--- src/grd_pkg.sv ---
// ----------------------------------------------------------------------------
// grd_pkg
// Shared constants, coefficient tables and fixed-point helpers for the gamma
// ramp generator.
// ----------------------------------------------------------------------------
package grd_pkg;

  localparam int INDEX_BITS   = 16;
  localparam int LOG_F        = 20;
  localparam int FIX_W        = 36;
  localparam int MAG_W        = 30;
  localparam int CT_W         = 14;
  localparam int BRIGHT_W     = 17;
  localparam int LEN_W        = 17;
  localparam int CFG_W        = 17;
  localparam int CFG_IDX_W    = 2;
  localparam int NUM_W        = 32;
  localparam int X_W          = 28;
  localparam int MANT_W       = LOG_F + 1;
  localparam int LEVEL_W      = 8;
  localparam int WORD_W       = 16;
  localparam int NUM_FITS     = 4;

  localparam logic [CFG_IDX_W-1:0] REG_COLOR_TEMP  = 2'd0;
  localparam logic [CFG_IDX_W-1:0] REG_BRIGHTNESS  = 2'd1;
  localparam logic [CFG_IDX_W-1:0] REG_RAMP_LENGTH = 2'd2;

  localparam logic [CT_W-1:0]     CT_RESET     = 14'd6500;
  localparam logic [BRIGHT_W-1:0] BRIGHT_RESET = 17'd65536;
  localparam logic [LEN_W-1:0]    LEN_RESET    = 17'd256;

  localparam logic [CT_W-1:0] CT_SPLIT    = 14'd6500;
  localparam logic [CT_W-1:0] CT_BLUE_LOW = 14'd1900;

  // The temperature times 2^18 / 25 is taken as a reciprocal product, which is
  // exact for every 14-bit temperature.
  localparam int                   RECIP_T_W        = 33;
  localparam logic [RECIP_T_W-1:0] TEMP_RECIP       = 33'd5497558139;
  localparam int                   TEMP_RECIP_SHIFT = 19;

  localparam logic [16:0] RECIP_255  = 17'd65793;
  localparam logic [40:0] SAT_LIMIT  = 41'd16711680;
  localparam logic [7:0]  LEVEL_MAX  = 8'd255;

  localparam longint ONE_L   = 64'sd1 << LOG_F;
  localparam longint Billion = 64'sd1000000000;

  typedef logic [2:0][LEVEL_W-1:0] level_vec_t;

  typedef struct packed {
    logic       busy;
    level_vec_t levels;
  } grd_lvl_t;

  function automatic logic signed [FIX_W-1:0] q_coef(input logic neg, input longint ip,
                                                     input longint f9);
    longint mag;
    mag = ip * ONE_L + (f9 * ONE_L) / Billion;
    return neg ? FIX_W'(-mag) : FIX_W'(mag);
  endfunction

  // Fit sets: red, green below the split, green above the split, blue.
  localparam logic signed [FIX_W-1:0] COEF_A [NUM_FITS] = '{
    q_coef(1'b0, 351, 976905668), q_coef(1'b1, 155, 254855627),
    q_coef(1'b0, 325, 449412571), q_coef(1'b1, 254, 769351841)};
  localparam logic signed [FIX_W-1:0] COEF_B [NUM_FITS] = '{
    q_coef(1'b0, 0, 114206454), q_coef(1'b1, 0, 445969505),
    q_coef(1'b0, 0, 79434565),  q_coef(1'b0, 0, 827409606)};
  localparam logic signed [FIX_W-1:0] COEF_C [NUM_FITS] = '{
    q_coef(1'b1, 40, 253663093), q_coef(1'b0, 104, 492161994),
    q_coef(1'b1, 28, 85296351),  q_coef(1'b0, 115, 679944011)};
  localparam logic signed [FIX_W-1:0] LN2_Q = q_coef(1'b0, 0, 693147181);
  localparam logic [6:0] FIT_OFFSET [NUM_FITS] = '{7'd55, 7'd2, 7'd50, 7'd10};

  localparam logic [1:0] FIT_RED     = 2'd0;
  localparam logic [1:0] FIT_GREEN_L = 2'd1;
  localparam logic [1:0] FIT_GREEN_H = 2'd2;
  localparam logic [1:0] FIT_BLUE    = 2'd3;

  // Signed fixed-point product, magnitude truncated toward zero.
  function automatic logic signed [FIX_W-1:0] smul(input logic signed [FIX_W-1:0] a,
                                                   input logic signed [FIX_W-1:0] b);
    logic [FIX_W-1:0]     ua;
    logic [FIX_W-1:0]     ub;
    logic [2*MAG_W-1:0]   p;
    logic [FIX_W-1:0]     m;
    ua = a[FIX_W-1] ? FIX_W'(-a) : FIX_W'(a);
    ub = b[FIX_W-1] ? FIX_W'(-b) : FIX_W'(b);
    p  = ua[MAG_W-1:0] * ub[MAG_W-1:0];
    m  = FIX_W'(p >> LOG_F);
    return (a[FIX_W-1] ^ b[FIX_W-1]) ? -$signed(m) : $signed(m);
  endfunction

endpackage

--- src/grd_div_cell.sv ---
// ----------------------------------------------------------------------------
// grd_div_cell
// One restoring division step: shifts one dividend bit into the remainder
// and one quotient bit into the low end of the shared shift word.
// ----------------------------------------------------------------------------
module grd_div_cell (
  input  logic                        clk,
  input  logic                        rst,
  input  logic                        en,
  input  logic                        in_valid,
  input  logic [grd_pkg::LEN_W-1:0]   in_rem,
  input  logic [grd_pkg::NUM_W-1:0]   in_nq,
  input  logic [grd_pkg::LEN_W-1:0]   divisor,
  output logic                        out_valid,
  output logic [grd_pkg::LEN_W-1:0]   out_rem,
  output logic [grd_pkg::NUM_W-1:0]   out_nq
);

  logic [grd_pkg::LEN_W:0] t;
  logic                    fits;

  assign t    = {in_rem, in_nq[grd_pkg::NUM_W-1]};
  assign fits = (t >= {1'b0, divisor});

  always_ff @(posedge clk) begin
    if (rst) begin
      out_valid <= 1'b0;
    end else if (en) begin
      out_valid <= in_valid;
    end
  end

  always_ff @(posedge clk) begin
    if (en) begin
      out_rem <= fits ? grd_pkg::LEN_W'(t - {1'b0, divisor}) : t[grd_pkg::LEN_W-1:0];
      out_nq  <= {in_nq[grd_pkg::NUM_W-2:0], fits};
    end
  end

endmodule

--- config.mk ---
export PLATFORM = sky130hd
export DESIGN_NAME = grd_div_cell
export DESIGN_NICKNAME = d
export VERILOG_FILES = /design/src/grd_pkg.sv /design/src/grd_div_cell.sv
export SDC_FILE = /design/constraint.sdc
export NUM_CORES = 1
export LEC_CHECK = 0
export BUFFER_PORTS_ARGS = -buffer_cell sky130_fd_sc_hd__clkbuf_2
export CAP_MARGIN = 5
export CORE_UTILIZATION = 35
export DETAILED_ROUTE_END_ITERATION = 8
export PLACE_DENSITY = 0.59
export SYNTH_ARGS = -nofsm -noshare
export SYNTH_HDL_FRONTEND = slang
export SYNTH_SLANG_ARGS = --single-unit
--- constraint.sdc ---
create_clock -name clk -period 4.4 [get_ports clk]
set_input_delay 0 -clock clk [delete_from_list [all_inputs] [get_ports clk]]
set_output_delay 0 -clock clk [all_outputs]
set_load 0.05 [all_outputs]
==> impl_metrics.ini <==
[synth]
yosys_warnings = 0
yosys-top-cells-area = edfxtp_1 56%, ha_1 8.1%, inv_1 3.3%
ys_seq_elements = 50
synth_top_cell_by_area = edfxtp_1
synth_nets = 305
synth_top_cell_area_share = 0.563
syn-cell-area_mm2 = 0.00261
ys_seq_area_frac = 0.571
syn_area_per_cell_um2 = 12.0
yosysUniqueCellTypes = 44
netlist_instances = 217

[sta]
hold_violations = 0
period_share = 0.658
rsz0062_at_grt = false
skew_ns = 0
slew_viol_final = 0
slew_headroom = 0.478
setup_viol = 0
tightest_slew_ns = 0.781
min_period_ns = 2.90
max_clock_freq_ghz = 0.345
fin_tns_setup_ns = 0
holdWs_ns = 0.00372

[place]
dp_hpwl_um = 4520
routabilityCongestion = 0.794
numPortBuffers = 119

[run]
cap_violations = 0

[worst_setup_path]
cp_common_cell = inv_1
cp_slowest_cell = nor3_4
path_buf_inv = 5
max_stage_delay_ns = 0.66
cp_cell_sequence = dlygate4sd3_1, clkbuf_2, inv_1, ha_1, inv_1, fa_1, a21oi_1, or3_4, a2111oi_4, nor3_4, buf_4, a31o_2, o21ai_1
arrival_ns = 2.95
regToRegSetupSlack_ns = 3.25
path_class = input pin to flip-flop
reg2regPathDepth = 3
cp.required_ns = 4.46
start_kind = input pin
r2r_end = out_valid$_SDFFE_PP0P_
reg2reg_from = out_valid$_SDFFE_PP0P_
crit_path_max_fanout = 22
critPathTopFamily = buffers and inverters
endpoint_kind = flip-flop

[power]
p_per_area_mw_per_mm2 = 355
max-vdd-ir-drop_mv = 0.188
power_leakage_nw = 1.74

[cts]
clk_path_buf_depth = 2
h-tree-depth = 2
cts_resized = 0
cts_root_buf = clkbuf_8
cts_tree = done
postCtsSetupBuffers = 0
clk_pin_slew_ns = 0.09
cts_buffers = 5
clk_latency_ns = 0.29
cts.sinks = 50

[floorplanning]
num_io_pins = 120
die_w_um = 88.4
core_area_mm2 = 0.00721
dieArea_mm2 = 0.00781
start_util = 0.362
row_count = 31
die_y_um = 88.4

[routing]
drt_iter0_drc = 49
first_pass_iters = 4
detail-route-antenna-nets = 0
drc = 0
wire_per_inst_um = 12.8
totalWireLength_um = 6130
vias_per_cell = 4.65
vias = 2234

[grt]
grt_util_met2 = 0.271
antenna_found_initial = 0
grt_usage = 0.152
grt-busiest-layer = met2
grt_pass1_vias = 2060
grt_pass1_wl_um = 9050
met3_usage = 0.0429
overflow = 0
grt_max_degree = 51
use_met1 = 0.181

[min_path]
hold_depth = 3
min_to = out_rem[12]$_DFFE_PP_
min_from = in_rem[11]
min_path_type = input pin to flip-flop

[finish]
layout_commonest_cell = clkbuf_2
diodes = 0
area_delta_synth_final_pct = 46.4
drive_above_1_share = 0.365
nets = 468
final_cell_mix = 119 x clkbuf_2, 49 x edfxtp_1, 38 x dlygate4sd3_1

[outcome]
outcome = completed
[synthesized netlist by cell type (all sizes together)]
cell type / instances
o21ai: 20
a2111oi: 1
inv: 23
xor2: 5
and2: 1
mux2i: 2
nand2b: 3
a21oi: 13
xnor2: 5
nor3: 5
nand3: 3
ha: 17
clkbuf: 1
nor2: 7
o21ba: 1
nor2b: 2
o21a: 2
o221a: 1
and3: 1
a31o: 1
a311oi: 1
a21o: 6
o21bai: 1
o211ai: 1
edfxtp: 49
fa: 1
nand4b: 1
nand4: 1
o41ai: 1
nand2: 23
a21boi: 2
buf: 2
a211oi: 3
o31ai: 4
or3: 4
mux2: 1
dfxtp: 1
a32o: 1
[per-stage QoR]
stage / util / cells / instance area [um2] / power, W / setup WS, ns
2_1_floorplan: - / 217 / 2610 / 0.000912 / 2.37
3_5_place_dp: 0.462 / 434 / 3330 / 0.00103 / 1.71
6_report: 0.530 / 480 / 3820 / 0.00136 / 1.50
5_1_grt: 0.530 / 480 / 3820 / 0.00143 / 1.37
4_1_cts: 0.530 / 480 / 3820 / 0.00138 / 1.50
3_3_place_gp: 0.462 / 434 / 3330 / 0.00102 / 1.76
[state kept, by name, summed over array words and instances (netlist names)]
register   count
out_rem       17
out_valid      1
out_nq        32
[worst register-to-register path, delay by kind of cell, from the launching register on]
family                 cells  cell delay (ns)
AND/OR/NAND/NOR            1             0.05
flip-flops                 1             0.32
buffers and inverters      1             0.55
multiplexers               1             0.12
[per-layer routing]
layer,vias to the layer above,share of wire
met5,-,0
met4,0,0.0083
met3,4,0.079
met2,101,0.47
met1,1006,0.44
li1,1123,-
[cell families (layout without fill, tap and decap cells)]
family,Yosys count,after routing,synth area share
AOI/OAI and AO/OA,59,59,0.157
xor gates and xnor gates,10,10,0.0335
adders and majority gates,18,18,0.0891
buffers and inverters,26,190,0.0407
DFF,50,50,0.571
muxes,3,3,0.0120
and+or+nand+nor,51,51,0.0963
[power by group]
| group | total (W) | switching, W | internal [W] |
|---|---|---|---|
| combinational | 0.000443 | 0.000302 | 0.000142 |
| sequential | 0.000596 | 0.0000134 | 0.000583 |
| clock | 0.000319 | 0.000149 | 0.000170 |
| total | 0.00136 | 0.000465 | 0.000894 |
[timing repair]
item / CTS / global route
endpoints found under the hold margin: 37 / 0
endpoints found under the setup margin: 0 / 0
hold buffers: 38 / 0
[layout make-up]
| cell class | instances | area [um2] |
|---|---|---|
| multi-input combinational | 141 | 1020 |
| sequential | 50 | 1490 |
| inverter | 23 | 86.3 |
| fill | 666 | 3390 |
| timing repair buffer | 159 | 991 |
| clock buffer | 6 | 72.6 |
| clock inverter | 2 | 37.5 |
| tap | 99 | 124 |
[worst max-delay path by stage]
stage,cells past startpoint,from,endpoint,slack [ns]
after floorplan,10,in_nq[31],out_rem[10]$_DFFE_PP_,2.37
after global placement,12,in_nq[31],out_rem[16]$_DFFE_PP_,1.76
after detailed placement,12,in_nq[31],out_rem[16]$_DFFE_PP_,1.71
after CTS,13,in_nq[31],out_rem[16]$_DFFE_PP_,1.50
after global routing,13,in_nq[31],out_rem[16]$_DFFE_PP_,1.37
final,13,in_nq[31],out_rem[16]$_DFFE_PP_,1.50
(Power assumes the default switching activity.)
