`src/grd_pkg.sv`:
```
// ----------------------------------------------------------------------------
// grd_pkg
// Shared constants, coefficient tables and fixed-point helpers for the gamma
// ramp generator.
// ----------------------------------------------------------------------------
package grd_pkg;

  localparam int INDEX_BITS   = 16;
  localparam int LOG_F        = 20;
  localparam int FIX_W        = 36;
  localparam int MAG_W        = 30;
  localparam int CT_W         = 14;
  localparam int BRIGHT_W     = 17;
  localparam int LEN_W        = 17;
  localparam int CFG_W        = 17;
  localparam int CFG_IDX_W    = 2;
  localparam int NUM_W        = 32;
  localparam int X_W          = 28;
  localparam int MANT_W       = LOG_F + 1;
  localparam int LEVEL_W      = 8;
  localparam int WORD_W       = 16;
  localparam int NUM_FITS     = 4;

  localparam logic [CFG_IDX_W-1:0] REG_COLOR_TEMP  = 2'd0;
  localparam logic [CFG_IDX_W-1:0] REG_BRIGHTNESS  = 2'd1;
  localparam logic [CFG_IDX_W-1:0] REG_RAMP_LENGTH = 2'd2;

  localparam logic [CT_W-1:0]     CT_RESET     = 14'd6500;
  localparam logic [BRIGHT_W-1:0] BRIGHT_RESET = 17'd65536;
  localparam logic [LEN_W-1:0]    LEN_RESET    = 17'd256;

  localparam logic [CT_W-1:0] CT_SPLIT    = 14'd6500;
  localparam logic [CT_W-1:0] CT_BLUE_LOW = 14'd1900;

  // The temperature times 2^18 / 25 is taken as a reciprocal product, which is
  // exact for every 14-bit temperature.
  localparam int                   RECIP_T_W        = 33;
  localparam logic [RECIP_T_W-1:0] TEMP_RECIP       = 33'd5497558139;
  localparam int                   TEMP_RECIP_SHIFT = 19;

  localparam logic [16:0] RECIP_255  = 17'd65793;
  localparam logic [40:0] SAT_LIMIT  = 41'd16711680;
  localparam logic [7:0]  LEVEL_MAX  = 8'd255;

  localparam longint ONE_L   = 64'sd1 << LOG_F;
  localparam longint Billion = 64'sd1000000000;

  typedef logic [2:0][LEVEL_W-1:0] level_vec_t;

  typedef struct packed {
    logic       busy;
    level_vec_t levels;
  } grd_lvl_t;

  function automatic logic signed [FIX_W-1:0] q_coef(input logic neg, input longint ip,
                                                     input longint f9);
    longint mag;
    mag = ip * ONE_L + (f9 * ONE_L) / Billion;
    return neg ? FIX_W'(-mag) : FIX_W'(mag);
  endfunction

  // Fit sets: red, green below the split, green above the split, blue.
  localparam logic signed [FIX_W-1:0] COEF_A [NUM_FITS] = '{
    q_coef(1'b0, 351, 976905668), q_coef(1'b1, 155, 254855627),
    q_coef(1'b0, 325, 449412571), q_coef(1'b1, 254, 769351841)};
  localparam logic signed [FIX_W-1:0] COEF_B [NUM_FITS] = '{
    q_coef(1'b0, 0, 114206454), q_coef(1'b1, 0, 445969505),
    q_coef(1'b0, 0, 79434565),  q_coef(1'b0, 0, 827409606)};
  localparam logic signed [FIX_W-1:0] COEF_C [NUM_FITS] = '{
    q_coef(1'b1, 40, 253663093), q_coef(1'b0, 104, 492161994),
    q_coef(1'b1, 28, 85296351),  q_coef(1'b0, 115, 679944011)};
  localparam logic signed [FIX_W-1:0] LN2_Q = q_coef(1'b0, 0, 693147181);
  localparam logic [6:0] FIT_OFFSET [NUM_FITS] = '{7'd55, 7'd2, 7'd50, 7'd10};

  localparam logic [1:0] FIT_RED     = 2'd0;
  localparam logic [1:0] FIT_GREEN_L = 2'd1;
  localparam logic [1:0] FIT_GREEN_H = 2'd2;
  localparam logic [1:0] FIT_BLUE    = 2'd3;

  // Signed fixed-point product, magnitude truncated toward zero.
  function automatic logic signed [FIX_W-1:0] smul(input logic signed [FIX_W-1:0] a,
                                                   input logic signed [FIX_W-1:0] b);
    logic [FIX_W-1:0]     ua;
    logic [FIX_W-1:0]     ub;
    logic [2*MAG_W-1:0]   p;
    logic [FIX_W-1:0]     m;
    ua = a[FIX_W-1] ? FIX_W'(-a) : FIX_W'(a);
    ub = b[FIX_W-1] ? FIX_W'(-b) : FIX_W'(b);
    p  = ua[MAG_W-1:0] * ub[MAG_W-1:0];
    m  = FIX_W'(p >> LOG_F);
    return (a[FIX_W-1] ^ b[FIX_W-1]) ? -$signed(m) : $signed(m);
  endfunction

endpackage

```
`src/grd_scale.sv`:
```
// ----------------------------------------------------------------------------
// grd_scale
// Scales a ramp base by a channel level and the brightness, divides by
// 255 * 65536 and saturates to a 16-bit word.
// ----------------------------------------------------------------------------
module grd_scale (
  input  logic                          clk,
  input  logic                          en,
  input  logic [grd_pkg::NUM_W-1:0]     base,
  input  logic [grd_pkg::LEVEL_W-1:0]   level,
  input  logic [grd_pkg::BRIGHT_W-1:0]  brightness,
  output logic [grd_pkg::WORD_W-1:0]    word
);

  logic [39:0] p1;
  logic [56:0] p2;
  logic [40:0] q;
  logic [40:0] qm;
  logic [23:0] qc;
  logic [16:0] w0;
  logic        sat;
  logic [24:0] r;
  logic [16:0] w;

  assign q  = p2[56:16];
  assign qm = q[23:0] * grd_pkg::RECIP_255;

  always_ff @(posedge clk) begin
    if (en) begin
      p1  <= base * level;
      p2  <= p1 * brightness;
      sat <= (q >= grd_pkg::SAT_LIMIT);
      qc  <= q[23:0];
      w0  <= qm[40:24];
    end
  end

  assign r    = {1'b0, qc} - ({w0, 8'b0} - {8'b0, w0});
  assign w    = (r >= 25'd255) ? w0 + 17'd1 : w0;
  assign word = sat ? {grd_pkg::WORD_W{1'b1}} : w[grd_pkg::WORD_W-1:0];

endmodule

```
`config.mk`:
```
export PLATFORM = sky130hd
export DESIGN_NAME = grd_scale
export DESIGN_NICKNAME = d
export VERILOG_FILES = /design/src/grd_pkg.sv /design/src/grd_scale.sv
export SDC_FILE = /design/constraint.sdc
export NUM_CORES = 2
export LEC_CHECK = 0
export CAP_MARGIN = 10
export CORE_MARGIN = 3
export CORE_UTILIZATION = 60
export CTS_BUF_LIST = sky130_fd_sc_hd__clkbuf_4
export DETAILED_ROUTE_END_ITERATION = 8
export DONT_BUFFER_PORTS = 1
export HOLD_SLACK_MARGIN = 0.02
export MAX_ROUTING_LAYER = met4
export PLACE_DENSITY = 0.83
export SYNTH_ARGS = -nofsm -noshare
export SYNTH_HDL_FRONTEND = slang
export SYNTH_SLANG_ARGS = --single-unit
```
`constraint.sdc`:
```
create_clock -name clk -period 6.75 [get_ports clk]
set_input_delay 0.3375 -clock clk [delete_from_list [all_inputs] [get_ports clk]]
set_output_delay 0.3375 -clock clk [all_outputs]
set_load 0.05 [all_outputs]
```
==> results.toml <==
[die]
dieArea_um2 = 63800
start_util = 0.613
core_area_um2 = 59600
rows = 89
die_w_um = 253
die_y_um = 253
io_pins = 75

[grt]
grt_max_degree = 124
grtUsageTotal = 0.297
grt_pass1_vias = 29600
antenna_found_initial = 3
grt_overflow = 0
grt_pass1_wl_um = 146000

[timing]
clock_skew_ns = 0.0552
hold_slack_ns = 0.137
worst_slew_pin_slew_ns = 1.13
drv_slew = 0
clock.fmax_mhz = 153
fin_crit_ns = 6.54
period_share = 0.969
hold_viol_final = 0
setup_violations = 0
max_slew_margin = 0.242

[place]
gp_congestion = 0.940
port_buffers = 0
dp_cells = 4743
dpl.hpwl_um = 69900

[synthesis]
yosysMostFrequentCell = "inv_1"
ys_seq_area_frac = 0.101
synth_top_area_cell = "fa_1"
synth-edff-count = 123
synth_compound_gate_area_share = 0.0627
synth_top_family_by_area = "adder cells"
synth.cells.most_frequent = "966 x inv_1, 762 x fa_1, 697 x nand2_1"
ys_async_sr_fraction = 0
synthCells = 4071
synthSimpleGateAreaFrac = 0.166
synth.net_count = 5209
synth.avg_cell_area_um2 = 8.97
synth_cell_types = 75
yosys.area_share.xor_xnor = 0.0226
synthTopCellsByArea = "fa_1 42%, ha_1 11%, edfxtp_1 10%"
netlist_area_um2 = 36500
synth_top_area_share = 0.418
synth_seq_cells = 123
synth_flop_cell = "edfxtp_1"
yosysWarnings = 0
muxShareOfSynthArea = 0.00305
synth_fa_ha_area_frac = 0.527

[routing]
drt_wl_total_um = 86900
vias = 27200
met2WireLength_um = 42800
wl_met1_um = 33500
top_layer = "met4"
wl_per_cell_um = 18.0
drcViolationCount = 0
drtPass1Iterations = 5
vias_per_cell = 5.64
dr_wl_met3_um = 7330
ant_nets = 0
drt_iter0_drc = 1675

[worst_hold_path]
min_path_type = "in2reg"

[critical_path]
critPathSlowestCell = "edfxtp_1"
critical_path.most_common_cell = "fa_1"
critPathRequiredTime_ns = 7.19
crit_path_start_kind = "flop"
max_stage_delay_ns = 0.60
crit_path_end_kind = "flop"
critical_path_arrival_ns = 6.98
cp_cell_sequence = "buf_4 -> nand2_1 -> fa_1 -> inv_1 -> fa_1 -> inv_1 -> fa_1 -> inv_1 -> fa_1 -> fa_1 -> inv_1 -> fa_1 -> inv_1 -> ha_1 -> and3_1 -> a221o_1 -> a21oi_1 -> nor2_1 -> a21oi_1 -> a21bo_2 -> a41oi_2 -> nor2b_1 -> o31a_1"
worstSetupPathType = "reg2reg"
cp_max_fo = 10

[final_layout]
fillerInstances = 4642
area_growth_pct = 4.29
nets = 5166
fin_cells = 4819
drive_gt1_frac = 0.0433

[clock_tree]
insertion_delay_ns = 0.71
htreeDepth = 4
clock_sinks = 123
tritoncts = "built"
max-clock-path-buffers = 2
path_clk_slew_ns = 0.16
root_buffer = "clkbuf_4"
cts-buffers-inserted = 17

[outcome]
outcome = "finished, final reports clean"

[run]
max-cap-violations = 0
## worst paths after layout
kind / cells past startpoint / end / startpoint / slack [ns]
max: 23 / p2[53]$_DFFE_PP_ / p1[32]$_DFFE_PP_ / 0.21
min: 1 / p1[33]$_DFFE_PP_ / en / 0.14
max reg2reg: 23 / p2[53]$_DFFE_PP_ / p1[32]$_DFFE_PP_ / 0.21
min reg2reg: 0 / qc[4]$_DFFE_PP_ / p2[20]$_DFFE_PP_ / 0.51
## what timing repair did
item                                    in CTS  in global routing
hold endpoints to repair                   125                  0
hold buffers                                 5                  0
gates resized for setup                      0                 13
buffers inserted                             0                 34
endpoints found under the setup margin       0                 21
## kinds of logic (layout without fill, tap and decap cells)
group	Yosys count	in the layout
and+or+nand+nor	1279	1279
buffers and inverters	1138	1108
adders and majority gates	1079	1079
AOI/OAI and AO/OA	347	347
DFF	123	123
xor gates and xnor gates	94	94
muxes	11	11
other	0	5
## flip-flops by register name (all words and copies together), names as in the netlist
| register | flops |
|---|---|
| p2 | 41 |
| sat | 1 |
| w0 | 17 |
| p1 | 40 |
| qc | 24 |
## area by class of cell
| cell class | count | area, µm² | area share |
|---|---|---|---|
| repair buffers | 109 | 907 | 0.0238 |
| flip-flops and latches | 123 | 3690 | 0.0970 |
| well taps | 773 | 967 | 0.0254 |
| clock inverters | 15 | 150 | 0.00394 |
| clock buffers | 17 | 128 | 0.00335 |
| multi-input cells | 2810 | 28600 | 0.751 |
| inverters | 967 | 3630 | 0.0953 |
| diodes | 5 | 12.5 | 0.000329 |
## cells in the final DEF (no fill, tap or decap), types with 19 or more instances in the layout
cell type | Yosys | final
inv_1 | 966 | 966
fa_1 | 762 | 762
nand2_1 | 697 | 697
ha_1 | 317 | 317
and2_1 | 306 | 306
edfxtp_1 | 123 | 123
a21oi_1 | 98 | 97
buf_4 | 0 | 96
nor2_1 | 76 | 76
xnor2_1 | 65 | 65
o21ai_0 | 60 | 59
a21o_1 | 52 | 52
nor3_1 | 33 | 33
nand3_1 | 29 | 29
xor2_1 | 29 | 29
nor2b_1 | 24 | 24
and3_1 | 22 | 22
nand4_1 | 19 | 19
a211oi_1 | 21 | 19
## per-layer routing
| layer | global-route usage | vias up |
|---|---|---|
| met2 | 0.495 | 1231 |
| met1 | 0.366 | 13500 |
| li1 | - | 12200 |
| met5 | - | - |
| met4 | 0.112 | 0 |
| met3 | 0.0508 | 261 |
## worst max-delay path: cells and delay by family, from the launching register on
kind,cells,cell delay (ns)
simple gates,4,0.45
fa+ha+maj,7,3.31
buf+inv,6,0.53
compound gates,6,1.40
flops,1,0.60
## through the flow
stage               setup WS [ns]   util  cell area (µm²)  TNS (ns)
floorplan                   0.210      -            36500         0
global placement            0.131  0.627            37300         0
detailed placement         0.0557  0.627            37300         0
CTS                        0.0151  0.633            37700         0
global route             -0.00842  0.639            38100  -0.00842
finish                      0.211  0.639            38100         0
Power is left out: the tool's default activity adds up to more than one toggle a clock period on the data nets, which glitch-free logic cannot reach.
